**src/rtl/kmsd_pkg.sv**
```systemverilog
// types, constants and the key map of the keypad scan and debounce block
`default_nettype none

package kmsd_pkg;

  localparam int NUM_KEYS = 15;
  localparam int CNT_W    = 8;
  localparam int ROWS     = 4;
  localparam int COLS     = 3;
  localparam int CFG_W    = 15;
  localparam int CFG_IDX_W = 1;

  localparam logic [CNT_W-1:0] COUNTER_MAX = 8'hFF;

  // direct key positions in the pressed mask
  localparam int KEY_POWER = 0;
  localparam int KEY_PARAM = 6;
  localparam int KEY_UP    = 10;

  // register indexes on the configuration port
  localparam logic [CFG_IDX_W-1:0] REG_CONFIRM_COUNT = 1'b0;
  localparam logic [CFG_IDX_W-1:0] REG_IGNORE_MASK   = 1'b1;

  localparam logic [CNT_W-1:0]    CONFIRM_RESET = 8'd70;
  localparam logic [NUM_KEYS-1:0] IGNORE_RESET  = 15'h0040;

  // key bit for each row (rows one to four) and column (columns one to three)
  localparam logic [NUM_KEYS-1:0] KEY_MAP [ROWS][COLS] = '{
    '{15'h0080, 15'h0020, 15'h1000},
    '{15'h0800, 15'h0010, 15'h0004},
    '{15'h0100, 15'h0008, 15'h4000},
    '{15'h0200, 15'h2000, 15'h0002}
  };

  typedef struct packed {
    logic            power_line_n;
    logic            param_line;
    logic            up_line_n;
    logic [ROWS-1:0] row_lines_n;
    logic [COLS-1:0] col_lines_n;
  } kmsd_in_t;

  typedef struct packed {
    logic [NUM_KEYS-1:0] raw_pressed;
    logic [NUM_KEYS-1:0] newly_confirmed;
  } kmsd_out_t;

endpackage

`default_nettype wire

```
**src/rtl/kmsd_decode.sv**
```systemverilog
// decodes the direct key lines and the matrix reads into a pressed mask
`default_nettype none

module kmsd_decode import kmsd_pkg::*; (
  input  kmsd_in_t            lines,
  output logic [NUM_KEYS-1:0] pressed
);

  logic [ROWS-1:0] rows;
  logic [COLS-1:0] cols;
  logic            one_row;

  assign rows    = ~lines.row_lines_n;
  assign cols    = ~lines.col_lines_n;
  // matrix keys count only with exactly one row driven
  assign one_row = (rows != '0) && ((rows & (rows - {{(ROWS-1){1'b0}}, 1'b1})) == '0);

  always_comb begin
    pressed = '0;
    pressed[KEY_POWER] = ~lines.power_line_n;
    pressed[KEY_PARAM] = lines.param_line;
    pressed[KEY_UP]    = ~lines.up_line_n;
    for (int r = 0; r < ROWS; r++) begin
      for (int c = 0; c < COLS; c++) begin
        if (one_row && rows[r] && cols[c]) begin
          pressed = pressed | KEY_MAP[r][c];
        end
      end
    end
  end

endmodule

`default_nettype wire

```
**src/rtl/keypad_matrix_scan_debounce.sv**
```systemverilog
// keypad matrix scan decoder with per-key hold debounce
//
// Each input beat is one scan tick: three direct key lines plus the row and
// column reads of a 4x3 matrix. Each tick gives exactly one output beat with
// the decoded pressed mask and the mask of keys confirmed on that tick.
// Both channels use valid/stall; a beat moves when valid is high and stall low.
// A tick is registered on input, decoded and debounced combinationally, and
// its result registered on output. One beat per cycle is sustained while the
// output is not stalled; the fifteen hold counters all update together as a
// tick passes to the output register. A stalled output holds its beat; the
// input register still takes one more tick, then in_stall rises until the
// output drains. Reset clears all hold counters, sets confirm_count to 70 and
// ignore_mask to key 6 only. Configuration is written through cfg_we,
// cfg_index, cfg_data, one register per clock; the user must write it only
// while no tick is in flight, which the block itself does not enforce.
`default_nettype none

module keypad_matrix_scan_debounce import kmsd_pkg::*; (
  input  logic                 clk,
  input  logic                 rst,
  input  logic                 in_valid,
  output logic                 in_stall,
  input  kmsd_in_t             in_data,
  output logic                 out_valid,
  input  logic                 out_stall,
  output kmsd_out_t            out_data,
  input  logic                 cfg_we,
  input  logic [CFG_IDX_W-1:0] cfg_index,
  input  logic [CFG_W-1:0]     cfg_data
);

  logic                s1_valid;
  kmsd_in_t            s1_data;
  logic                out_load;
  logic                s1_move;
  logic                accept;

  logic [CNT_W-1:0]    confirm_count;
  logic [NUM_KEYS-1:0] ignore_mask;

  logic [CNT_W-1:0]    hold_counters      [NUM_KEYS];
  logic [CNT_W-1:0]    hold_counters_next [NUM_KEYS];
  logic [NUM_KEYS-1:0] raw;
  logic [NUM_KEYS-1:0] confirmed;

  assign out_load = !out_valid || !out_stall;
  assign s1_move  = s1_valid && out_load;
  assign in_stall = s1_valid && !out_load;
  assign accept   = in_valid && !in_stall;

  kmsd_decode u_decode (
    .lines   (s1_data),
    .pressed (raw)
  );

  always_comb begin
    logic [CNT_W-1:0] inc;
    inc       = '0;
    confirmed = '0;
    for (int i = 0; i < NUM_KEYS; i++) begin
      inc = hold_counters[i] + {{(CNT_W-1){1'b0}}, 1'b1};
      hold_counters_next[i] = hold_counters[i];
      if (!ignore_mask[i]) begin
        if (raw[i]) begin
          if (hold_counters[i] != COUNTER_MAX) begin
            hold_counters_next[i] = inc;
            confirmed[i] = (inc == confirm_count);
          end
        end else begin
          hold_counters_next[i] = '0;
        end
      end
    end
  end

  always_ff @(posedge clk) begin
    if (rst) begin
      s1_valid  <= 1'b0;
      out_valid <= 1'b0;
      for (int i = 0; i < NUM_KEYS; i++) begin
        hold_counters[i] <= '0;
      end
    end else begin
      if (!in_stall) begin
        s1_valid <= in_valid;
      end
      if (out_load) begin
        out_valid <= s1_valid;
      end
      if (s1_move) begin
        for (int i = 0; i < NUM_KEYS; i++) begin
          hold_counters[i] <= hold_counters_next[i];
        end
      end
    end
  end

  always_ff @(posedge clk) begin
    if (accept) begin
      s1_data <= in_data;
    end
    if (s1_move) begin
      out_data.raw_pressed     <= raw;
      out_data.newly_confirmed <= confirmed;
    end
  end

  always_ff @(posedge clk) begin
    if (rst) begin
      confirm_count <= CONFIRM_RESET;
      ignore_mask   <= IGNORE_RESET;
    end else if (cfg_we) begin
      case (cfg_index)
        REG_CONFIRM_COUNT: confirm_count <= cfg_data[CNT_W-1:0];
        REG_IGNORE_MASK:   ignore_mask   <= cfg_data[NUM_KEYS-1:0];
        default: ;
      endcase
    end
  end

endmodule

`default_nettype wire

```
**config.mk**
```make
export PLATFORM = sky130hd
export DESIGN_NAME = keypad_matrix_scan_debounce
export DESIGN_NICKNAME = d
export VERILOG_FILES = /design/src/rtl/kmsd_pkg.sv /design/src/rtl/kmsd_decode.sv /design/src/rtl/keypad_matrix_scan_debounce.sv
export SDC_FILE = /design/constraint.sdc
export NUM_CORES = 1
export LEC_CHECK = 0
export BUFFER_PORTS_ARGS = -buffer_cell sky130_fd_sc_hd__buf_2
export CAP_MARGIN = 20
export CORE_UTILIZATION = 40
export DETAILED_ROUTE_END_ITERATION = 12
export PLACE_DENSITY = 0.54
export SLEW_MARGIN = 20
export SYNTH_ARGS = -nofsm -noshare
export SYNTH_HDL_FRONTEND = slang
export SYNTH_SLANG_ARGS = --single-unit
```
**constraint.sdc**
```tcl
create_clock -name clk -period 2 [get_ports clk]
set_input_delay 0.4 -clock clk [delete_from_list [all_inputs] [get_ports clk]]
set_output_delay 0.4 -clock clk [all_outputs]
set_load 0.05 [all_outputs]
```
=== Word-level counts from Yosys, hierarchy flattened ===
Memory sizes are Yosys's and may differ from the RTL's.
Index checks and enable logic that the tools add are counted.

* Add/sub/neg operators: 16
* Equality and inequality tests: 30
* Muxes and demuxes: 77
* Bitwise operators: 51
* Reduce and logical (&&, ||, !) cells: 44

{| class="wikitable"
|+ Operators by type and width
! operator !! number
|-
| 8-bit two-way mux || 61
|-
| 8-bit by 1-bit adder with 8-bit output, second input constant || 15
|-
| 8-bit == test || 15
|-
| 8-bit != test, second input constant || 15
|-
| 3-bit OR reduction || 15
|-
| 1-bit NOT || 33
|-
| 1-bit logical AND || 20
|-
| 15-bit two-way mux || 1
|-
| 1-bit bitwise OR || 15
|-
| 14-bit two-way mux || 1
|-
| 13-bit two-way mux || 1
|-
| 12-bit two-way mux || 1
|-
| 10-bit two-way mux || 1
|-
| 9-bit two-way mux || 1
|-
| 6-bit two-way mux || 1
|-
| 1-bit two-way mux || 5
|-
| 5-bit two-way mux || 1
|-
| 4-bit bitwise AND || 1
|-
| 1-bit zero test || 4
|-
| 4-bit zero test || 1
|-
| 4-bit two-way mux || 1
|-
| 4-bit NOT || 1
|-
| 2-bit AND reduction || 2
|-
| 4-bit nonzero test || 1
|-
| other kinds (5) || 5
|}

* Bits in registers: 65
* Bits in writable memories: 120
* Input bits: 31
* Output and inout port bits: 32
* Logic and storage cells: 244
* Memories: 1

{| class="wikitable"
|+ Memories
! name !! depth !! bits a word !! read ports !! clocked after Yosys merged registers in !! wr ports !! line !! source
|-
| hold_counters || 15 || 8 || 15 || 0 || 15 || keypad_matrix_scan_debounce.sv:41 || <nowiki>logic [CNT_W-1:0] hold_counters [NUM_KEYS];</nowiki>
|}

=== Logic depth before layout (Yosys ltp) ===
Gate-level depths: netlist of run 1.

* Depth in word-level cells: 22
* Mapped depth: 7
* Depth with buffers taken out: 6

=== Cells and area by module ===
A second synthesis of run 1 with hierarchy kept.

* Cell total of the unflattened synthesis: 1014
* Area, all modules: 10413.7 µm²

{| class="wikitable"
|+ Modules (own cells, without submodules)
! module !! times used !! cells each !! area each (µm²)
|-
| keypad_matrix_scan_debounce || 1 || 995 || 10318.6
|-
| kmsd_decode || 1 || 19 || 95.1
|}

=== Worst setup path after synthesis of run 1 ===
OpenSTA, ideal clock, no wires.

* Path kind: reg2reg
* Start point: mem hold_counters[0][0]
* End point: mem hold_counters[0][0], enable pin
* Setup time: 0.387 ns
* Data arrival time: 1.809 ns
* Data required time: 1.613 ns
* Path slack: -0.195 ns
* Stages on the path, launching flop included: 6
* Buffers on the path: 0
* Clock period less this slack: 2.195 ns
* Path through: edfxtp_1 > ha_1 > nand3_1 > nor2_1 > and4_1 > o31ai_1

{| class="wikitable"
|+ RTL lines
! element !! line
|-
| start: declaration || keypad_matrix_scan_debounce.sv:41
|}

=== Worst setup path after layout of run 1 ===
* Start point: reg s1_data[3] (netlist name)
* End point: reg out_data[5] (netlist name), data pin

* Longest elaborated chain between the ends: 16
* Elaborated cells between the ends (all ways): 17

{| class="wikitable"
|+ RTL lines
! element !! line !! source
|-
| start: declaration || keypad_matrix_scan_debounce.sv:33 || <nowiki>kmsd_in_t s1_data;</nowiki>
|-
| start signal: assignment || keypad_matrix_scan_debounce.sv:100 || <nowiki>s1_data <= in_data;</nowiki>
|-
| 4-bit NOT (*) || kmsd_decode.sv:13 || <nowiki>assign rows = ~lines.row_lines_n;</nowiki>
|-
| 4-bit by 1-bit subtractor with 4-bit output || kmsd_decode.sv:16 || <nowiki>assign one_row = (rows != '0) && ((rows & (rows - {{(ROWS-1){1'b0}}, 1'b1})) == '0);</nowiki>
|-
| 4-bit bitwise AND || kmsd_decode.sv:16 ||
|-
| 4-bit zero test || kmsd_decode.sv:16 ||
|-
| 1-bit logical AND || kmsd_decode.sv:16 ||
|-
| 1-bit logical AND (*) (2 in series) || kmsd_decode.sv:25 || <nowiki>if (one_row && rows[r] && cols[c]) begin</nowiki>
|-
| 6-bit two-way mux (*) || kmsd_decode.sv:25 ||
|-
| 13-bit two-way mux (*) || kmsd_decode.sv:25 ||
|-
| 12-bit two-way mux (*) || kmsd_decode.sv:25 ||
|-
| 9-bit two-way mux (*) || kmsd_decode.sv:25 ||
|-
| 15-bit two-way mux (*) || kmsd_decode.sv:25 ||
|-
| 10-bit two-way mux (*) || kmsd_decode.sv:25 ||
|-
| 14-bit two-way mux (*) || kmsd_decode.sv:25 ||
|-
| via raw[5] || keypad_matrix_scan_debounce.sv:43 || <nowiki>logic [NUM_KEYS-1:0] raw;</nowiki>
|-
| 1-bit NOT (no line) (*) || -- ||
|-
| 3-bit OR reduction (no line) (*) || -- ||
|-
| end: declaration || keypad_matrix_scan_debounce.sv:26 || <nowiki>output kmsd_out_t out_data,</nowiki>
|}

The timed path passes the listed nets; every way through them passes the cells marked *.
A chain may end at the register's enable or synchronous reset.

==> run metrics, run 1 <==
CP max stage cell=edfxtp_1; sequential fraction of the synthesis area=51.2%; post-synth top area share=46.4%; clk slew on worst S/H paths=0.07 ns; layout cell share with drive strength beyond 1=21.6%; P_int=6.76 mW; Switching Share=26.3%; All-Layer GR Usage=21.3%; row count=58; Die X=163 um; initial antenna violation count=0; hold buffer count at cts=0; Max VDD drop=0.405 mV; core area=25,300 sq um; Residual DRC=0; Reg power frac=50.2%; ys async rst share=0%; slack of the critical path=0.0292 ns; CTS root buffer=clkbuf_16; final hold viol count=0; NetSw=2.41 mW; Starting DRT DRC Count=430; number of synthesized flops with an enable pin=160; final setup fails=0; vias per inst=5.20; crit-path cells=buf_6, nand4b_1, nor2_2, buf_4, nor4b_2, nand4_1, nor4_2; worst hold path cell count=1; clock tree buffer depth=2; Setup crit end kind=flop; CP Depth=7; worst slew pin tran=0.707 ns; worst path required time=2.26 ns; vias in the first global route=7,809; H-tree levels=4; First-pass DRT Iterations=4; pwr dens=727 nW/um^2; Top FF cell, synth=edfxtp_1; initial core utilization=41.0%; Final Wtd Congestion=0.829; syn_area_per_cell=10.4 sq um; Clk pwr share=36.0%; design area=12,600 sq um; largest net degree at the start of global routing=22; Final ANT Viol Nets=0; most common cell in the netlist=edfxtp_1; Slew HR=52.6%; Die ar.=26,500 sq um; clock sinks=185; CTS tree=done; Port Buf Inserts=62; Final min period=1.97 ns; Reg2Reg Depth=7; synthesis-to-finish area growth=21.7%; Die Y=163 um; Seq cells post-synth=185; DRT Wirelength=27.0 mm; Max Slew Vio Count=0; TritonCTS buffer count=17; Synth Cell Area=10,400 sq um; Synth area leaders=edfxtp_1 (46%), xnor2_1 (10%), xor2_1 (7.1%); outcome=finished clean; Max Clock Skew=0.00954 ns; arrival time at the worst endpoint=2.23 ns; # IOs=63; final-stage net count=1,197; combinational share of power=13.8%; Max Cap Viol=0; area post-placement=11,700 sq um; DR WL/cell=18.1 um; GRT Residual Overflow=0; Worst-Skew Late Latency=0.43 ns; top post-synthesis cells by count=edfxtp_1 (160), nor2_1 (145), xnor2_1 (120); syn nets=1,043; WHS=0.140 ns; Crit Path Category=reg2reg; hpwl dp=19.5 mm; unrepaired setup endpoints after global routing=yes; Max stage delay on crit path=0.40 ns; Pwr Total=9.17 mW; area leader, netlist=edfxtp_1; period utilization=98.5%; Post-Syn Instances=997; # diodes=0; Synthesis Warnings=0; family with the most delay on the worst path=simple AND/OR/NAND/NOR gates; pre-CTS setup slack=-0.111 ns; startpoint types=flop; Buf/Inv on CP=2; Yosys cell types=58; Max Clock Freq=507 MHz; Hold WC Path Type=in2reg; crit-path max FO=4; first-pass GRT wire length=42.5 mm; routed vias=7,763; leakage=4.61 nW
-- metal layers --
metal  wire length (um)  track usage, %
met1              12700            28.5
met2              13300            35.9
met3                586            2.93
met4                358            5.48
met5                  0               0
-- timing repair --
action	CTS	global route
resized for setup	7	38
endpoints found under the setup margin	12	32
pin swaps	1	9
gates cloned	0	0
buffers inserted	2	7
-- layout make-up --
cell class	count	area, sq um
multi-input cells	765	5080
clock buffers	18	429
repair buffers	168	1180
clock inverters	14	131
well taps	330	413
fillers	2364	12700
inverters	14	56.3
flip-flops and latches	185	5310
-- power groups by stage --
stage / registers (mW) / logic [mW] / clock network (mW)
5_1_grt: 4.62 / 1.38 / 3.52
3_3_place_gp: 4.67 / 1.22 / 0
3_5_place_dp: 4.67 / 1.22 / 0
2_1_floorplan: 4.74 / 0.699 / 0
4_1_cts: 4.59 / 1.24 / 3.36
6_report: 4.60 / 1.27 / 3.30
-- path summary, 6_finish.rpt --
check                 start              to  slack (ns)
min              in_data[9]      s1_data[9]        0.14
min reg2reg  ignore_mask[2]  ignore_mask[2]        0.48
max              s1_data[3]     out_data[5]        0.03
max reg2reg      s1_data[3]     out_data[5]        0.03
-- per-stage QoR --
step	setup TNS [ns]	std cells	utilization [%]
after CTS	0	1487	48.9
after global routing	-0.252	1494	49.9
after global placement	-0.514	1453	46.5
after detailed placement	-1.16	1453	46.5
after floorplan	-0.876	997	-
final	0	1494	49.9
-- state kept, by name (all words and copies together), names as in the netlist --
signal / flops
out_valid: 1
hold_counters: 120
ignore_mask: 15
s1_valid: 1
s1_data: 10
confirm_count: 8
out_data: 30
-- logic make-up (layout without fill, tap and decap cells) --
| kind of cell | Yosys count | in the layout | share of synthesized area (%) |
|---|---|---|---|
| simple gates | 455 | 455 | 21.0 |
| xor+xnor | 208 | 208 | 18.1 |
| mux | 8 | 8 | 0.786 |
| fa+ha+maj | 15 | 15 | 1.81 |
| flops | 185 | 185 | 51.2 |
| buf+inv | 47 | 214 | 1.98 |
| compound gates | 79 | 79 | 5.09 |
-- cells in the final DEF (no fill, tap or decap), types with 7 or more instances in the layout --
cell       synthesis  layout
o31ai_1           11       7
nand4_1           19      19
and3_1            37      36
clkbuf_16          0      17
o21ai_0            9       9
mux2i_1            7       7
nor3_1            24      22
buf_4              3      97
xnor2_1          120     116
nand3_1           59      58
a31oi_1            7       7
nor4_2             0       7
dfxtp_1           25      22
a21oi_1           28      28
nand2_1          110     109
edfxtp_1         160     160
nor2_1           145     141
buf_2             14      62
xor2_1            84      81
inv_1             13      12
ha_1              15      11
(Power assumes the default switching activity.)
==> run 2, diff against run 1 <==
--- a/config.mk
+++ b/config.mk
@@ -5,11 +5,12 @@
 export SDC_FILE = /design/constraint.sdc
 export NUM_CORES = 1
 export LEC_CHECK = 0
+export ABC_AREA = 1
 export BUFFER_PORTS_ARGS = -buffer_cell sky130_fd_sc_hd__buf_2
-export CAP_MARGIN = 20
+export CAP_MARGIN = 15
 export CORE_UTILIZATION = 40
 export DETAILED_ROUTE_END_ITERATION = 12
-export PLACE_DENSITY = 0.54
+export PLACE_DENSITY = 0.64
 export SLEW_MARGIN = 20
 export SYNTH_ARGS = -nofsm -noshare
 export SYNTH_HDL_FRONTEND = slang
==> run 2 against run 1 <==
Synthesized cell count increased by 43%. Sequential power increased by 1%. Final area increased by 0.85%. Critical path depth unchanged. Via count increased by 25%. Sequential share of layout area decreased by 0.36 points. Total power increased by 5.6%. Maximum frequency increased by 8.3%. Clock power increased by 9.7%. First-iteration DRC count increased by 57%. Routed wire length increased by 11%. Critical path type unchanged. Critical endpoint is now hold_counters[0][26]. Highest routed layer unchanged.
==> run metrics, run 2 <==
outcome=finished clean; arrival time at the worst endpoint=1.97 ns (-0.26 ns); hpwl dp=21.5 mm (+10%); Starting DRT DRC Count=673 (+57%); # IOs=63 (unchanged); startpoint types=flop; initial antenna violation count=0 (unchanged); final-stage net count=1,591 (+33%); most common cell after layout, fill and taps aside=nand2_1; Final min period=1.82 ns (-0.151 ns); post-synth top area share=43.8% (-2.6 points); crit-path max FO=8 (+4); Setup crit end kind=flop; post_cts resized=0 (-7); routed vias=9,679 (+25%); Max Slew Vio Count=0 (unchanged); All-Layer GR Usage=22.0% (+0.72 points); Die ar.=28,100 sq um (+5.8%); Synth area leaders=edfxtp_1 (44%), nand2_1 (15%), nor2_1 (9.4%); vias per inst=5.10 (-1.9%); row count=60 (+3.4%); Hold WC Path Type=in2reg; Final ANT Viol Nets=0 (unchanged); worst slew pin tran=0.647 ns (-0.0600 ns); core area=27,000 sq um (+6.7%); Die X=168 um (+2.9%); Slew HR=56.8% (+4.2 points); Die Y=168 um (+2.9%); initial core utilization=40.7% (-0.32 points); number of synthesized flops with an enable pin=160 (unchanged); largest registers=hold_counters x120, out_data x30, ignore_mask x15; CTS tree=done; number of flip-flops in the largest register=120 (unchanged); Port Buf Inserts=62 (unchanged); Max VDD drop=0.468 mV (+15%); Residual DRC=0 (unchanged); synthesis-to-finish area growth=15.9%; syn nets=1,471 (+41%); CTS root buffer=clkbuf_16; setup TNS=0 ns (unchanged); unrepaired setup endpoints after global routing=no; WHS=0.128 ns (-0.0111 ns); sequential fraction of the synthesis area=48.4% (-2.9 points); Top FF cell, synth=edfxtp_1; DRT Wirelength=29.9 mm (+11%); clock tree buffer depth=2 (unchanged); Biggest register=hold_counters; area leader, netlist=edfxtp_1; final hold viol count=0 (unchanged); Post-Syn Instances=1,425 (+43%); first-pass GRT wire length=47.4 mm (+11%); H-tree levels=4 (unchanged); Final Wtd Congestion=0.856 (+3.3%); top post-synthesis cells by count=nand2_1 (424), nor2_1 (275), edfxtp_1 (160); Max Cap Viol=0 (unchanged); worst path required time=2.15 ns (-0.11 ns); Synth Cell Area=11,000 sq um (+5.9%); Max Clock Skew=0.0114 ns (+0.00189 ns); TritonCTS buffer count=17 (unchanged); largest net degree at the start of global routing=31 (+41%); syn_area_per_cell=7.69 sq um (-26%); most frequent cells in the layout=nand2_1 (423), nor2_1 (275), edfxtp_1 (160); layout cell share with drive strength beyond 1=12.8% (-8.8 points); First-pass DRT Iterations=5 (+1); final setup fails=0 (unchanged); most common cell in the netlist=nand2_1; Worst-Skew Late Latency=0.44 ns (about the same); Seq cells post-synth=185 (unchanged); Crit Path Category=reg2reg; Synthesis Warnings=0 (unchanged); vias in the first global route=9,091 (+16%); Max Clock Freq=550 MHz (+8.3%); period utilization=91.0% (-7.6 points); ys async rst share=0% (unchanged); DR WL/cell=15.7 um (-13%); Yosys cell types=36 (-38%); clock sinks=185 (unchanged); leakage=5.42 nW (+17%); clk slew on worst S/H paths=0.07 ns (about the same); pre-CTS setup slack=0.0747 ns (+0.186 ns); slack of the critical path=0.180 ns (+0.151 ns); # diodes=0 (unchanged); GRT Residual Overflow=0 (unchanged); pwr dens=762 nW/um^2 (+4.7%)
[run 2: cell count changes in the layout (fill, tap and decap cells not counted), sizes merged, moves of 11 or more]
cell    delta
and3      -39
buf       -42
inv      +145
nand2    +323
nand3     +68
nor2     +135
nor3      -25
nor4      -14
o21ai     +42
o21bai    +16
o31ai     -11
xnor2    -105
xor2      -45
[run 2: per-layer routing]
layer  vias to the layer above  global-route usage [%]  routed length [um]
li1                       4868                       -                   -
met1                      4467                    30.0               13700
met2                       289                    35.6               13600
met3                        55                    2.93                1790
met4                         0                    8.26                 789
met5                         -                       0                   0
[run 2: through the flow]
step | power (mW) | util [%] | area (sq um) | cells
detailed placement | 6.13 | 44.8 | 12100 | 1865
floorplan | 5.65 | - | 11000 | 1425
global route | 10.1 | 47.2 | 12700 | 1899
finish | 9.68 | 47.2 | 12700 | 1899
CTS | 9.71 | 47.1 | 12700 | 1897
global placement | 6.10 | 44.8 | 12100 | 1865
[run 2: logic make-up (layout without fill, tap and decap cells)]
kind of cell / Yosys count / in the layout / synth area share [%]
simple gates: 872 / 872 / 32.6
buf+inv: 188 / 321 / 7.01
flops: 185 / 185 / 48.4
compound gates: 111 / 111 / 5.91
xor+xnor: 54 / 54 / 4.38
fa+ha+maj: 15 / 15 / 1.71
[run 2: what timing repair did]
action	4_1_cts	5_1_grt
setup endpoints to repair	0	8
buffers inserted	0	2
endpoints found under the hold margin	0	0
hold buffers	0	0
[run 2: power breakdown]
| part | internal, mW | total [mW] | leakage, nW | switching [mW] |
|---|---|---|---|---|
| Clock | 2.12 | 3.62 | 0.302 | 1.49 |
| Sequential | 4.45 | 4.65 | 1.84 | 0.206 |
| Combinational | 0.451 | 1.41 | 3.27 | 0.958 |
[run 2: area by class of cell]
| type | instances | area (sq um) |
|---|---|---|
| Sequential cell | 185 | 5310 |
| Tap cell | 341 | 427 |
| Multi-Input combinational cell | 1052 | 4940 |
| Clock inverter | 12 | 173 |
| Fill cell | 2628 | 14200 |
| Inverter | 163 | 618 |
| Clock buffer | 20 | 447 |
| Timing Repair Buffer | 126 | 791 |
[run 2: worst max-delay path: stages (launching register included)]
cell	delay (ns)
edfxtp_1	0.43
inv_1	0.08
nand4_1	0.21
nor2_1	0.19
buf_4	0.17
nand2_2	0.05
o21ai_0	0.19
inv_1	0.21
[run 2: path summary, 6_finish.rpt]
path	startpoint	endpoint	slack (ns)	cells past startpoint
max	s1_data[5]	hold_counters[0][26]	0.18	7
min	in_data[8]	s1_data[8]	0.13	1
max reg2reg	s1_data[5]	hold_counters[0][26]	0.18	7
min reg2reg	ignore_mask[1]	ignore_mask[1]	0.49	2
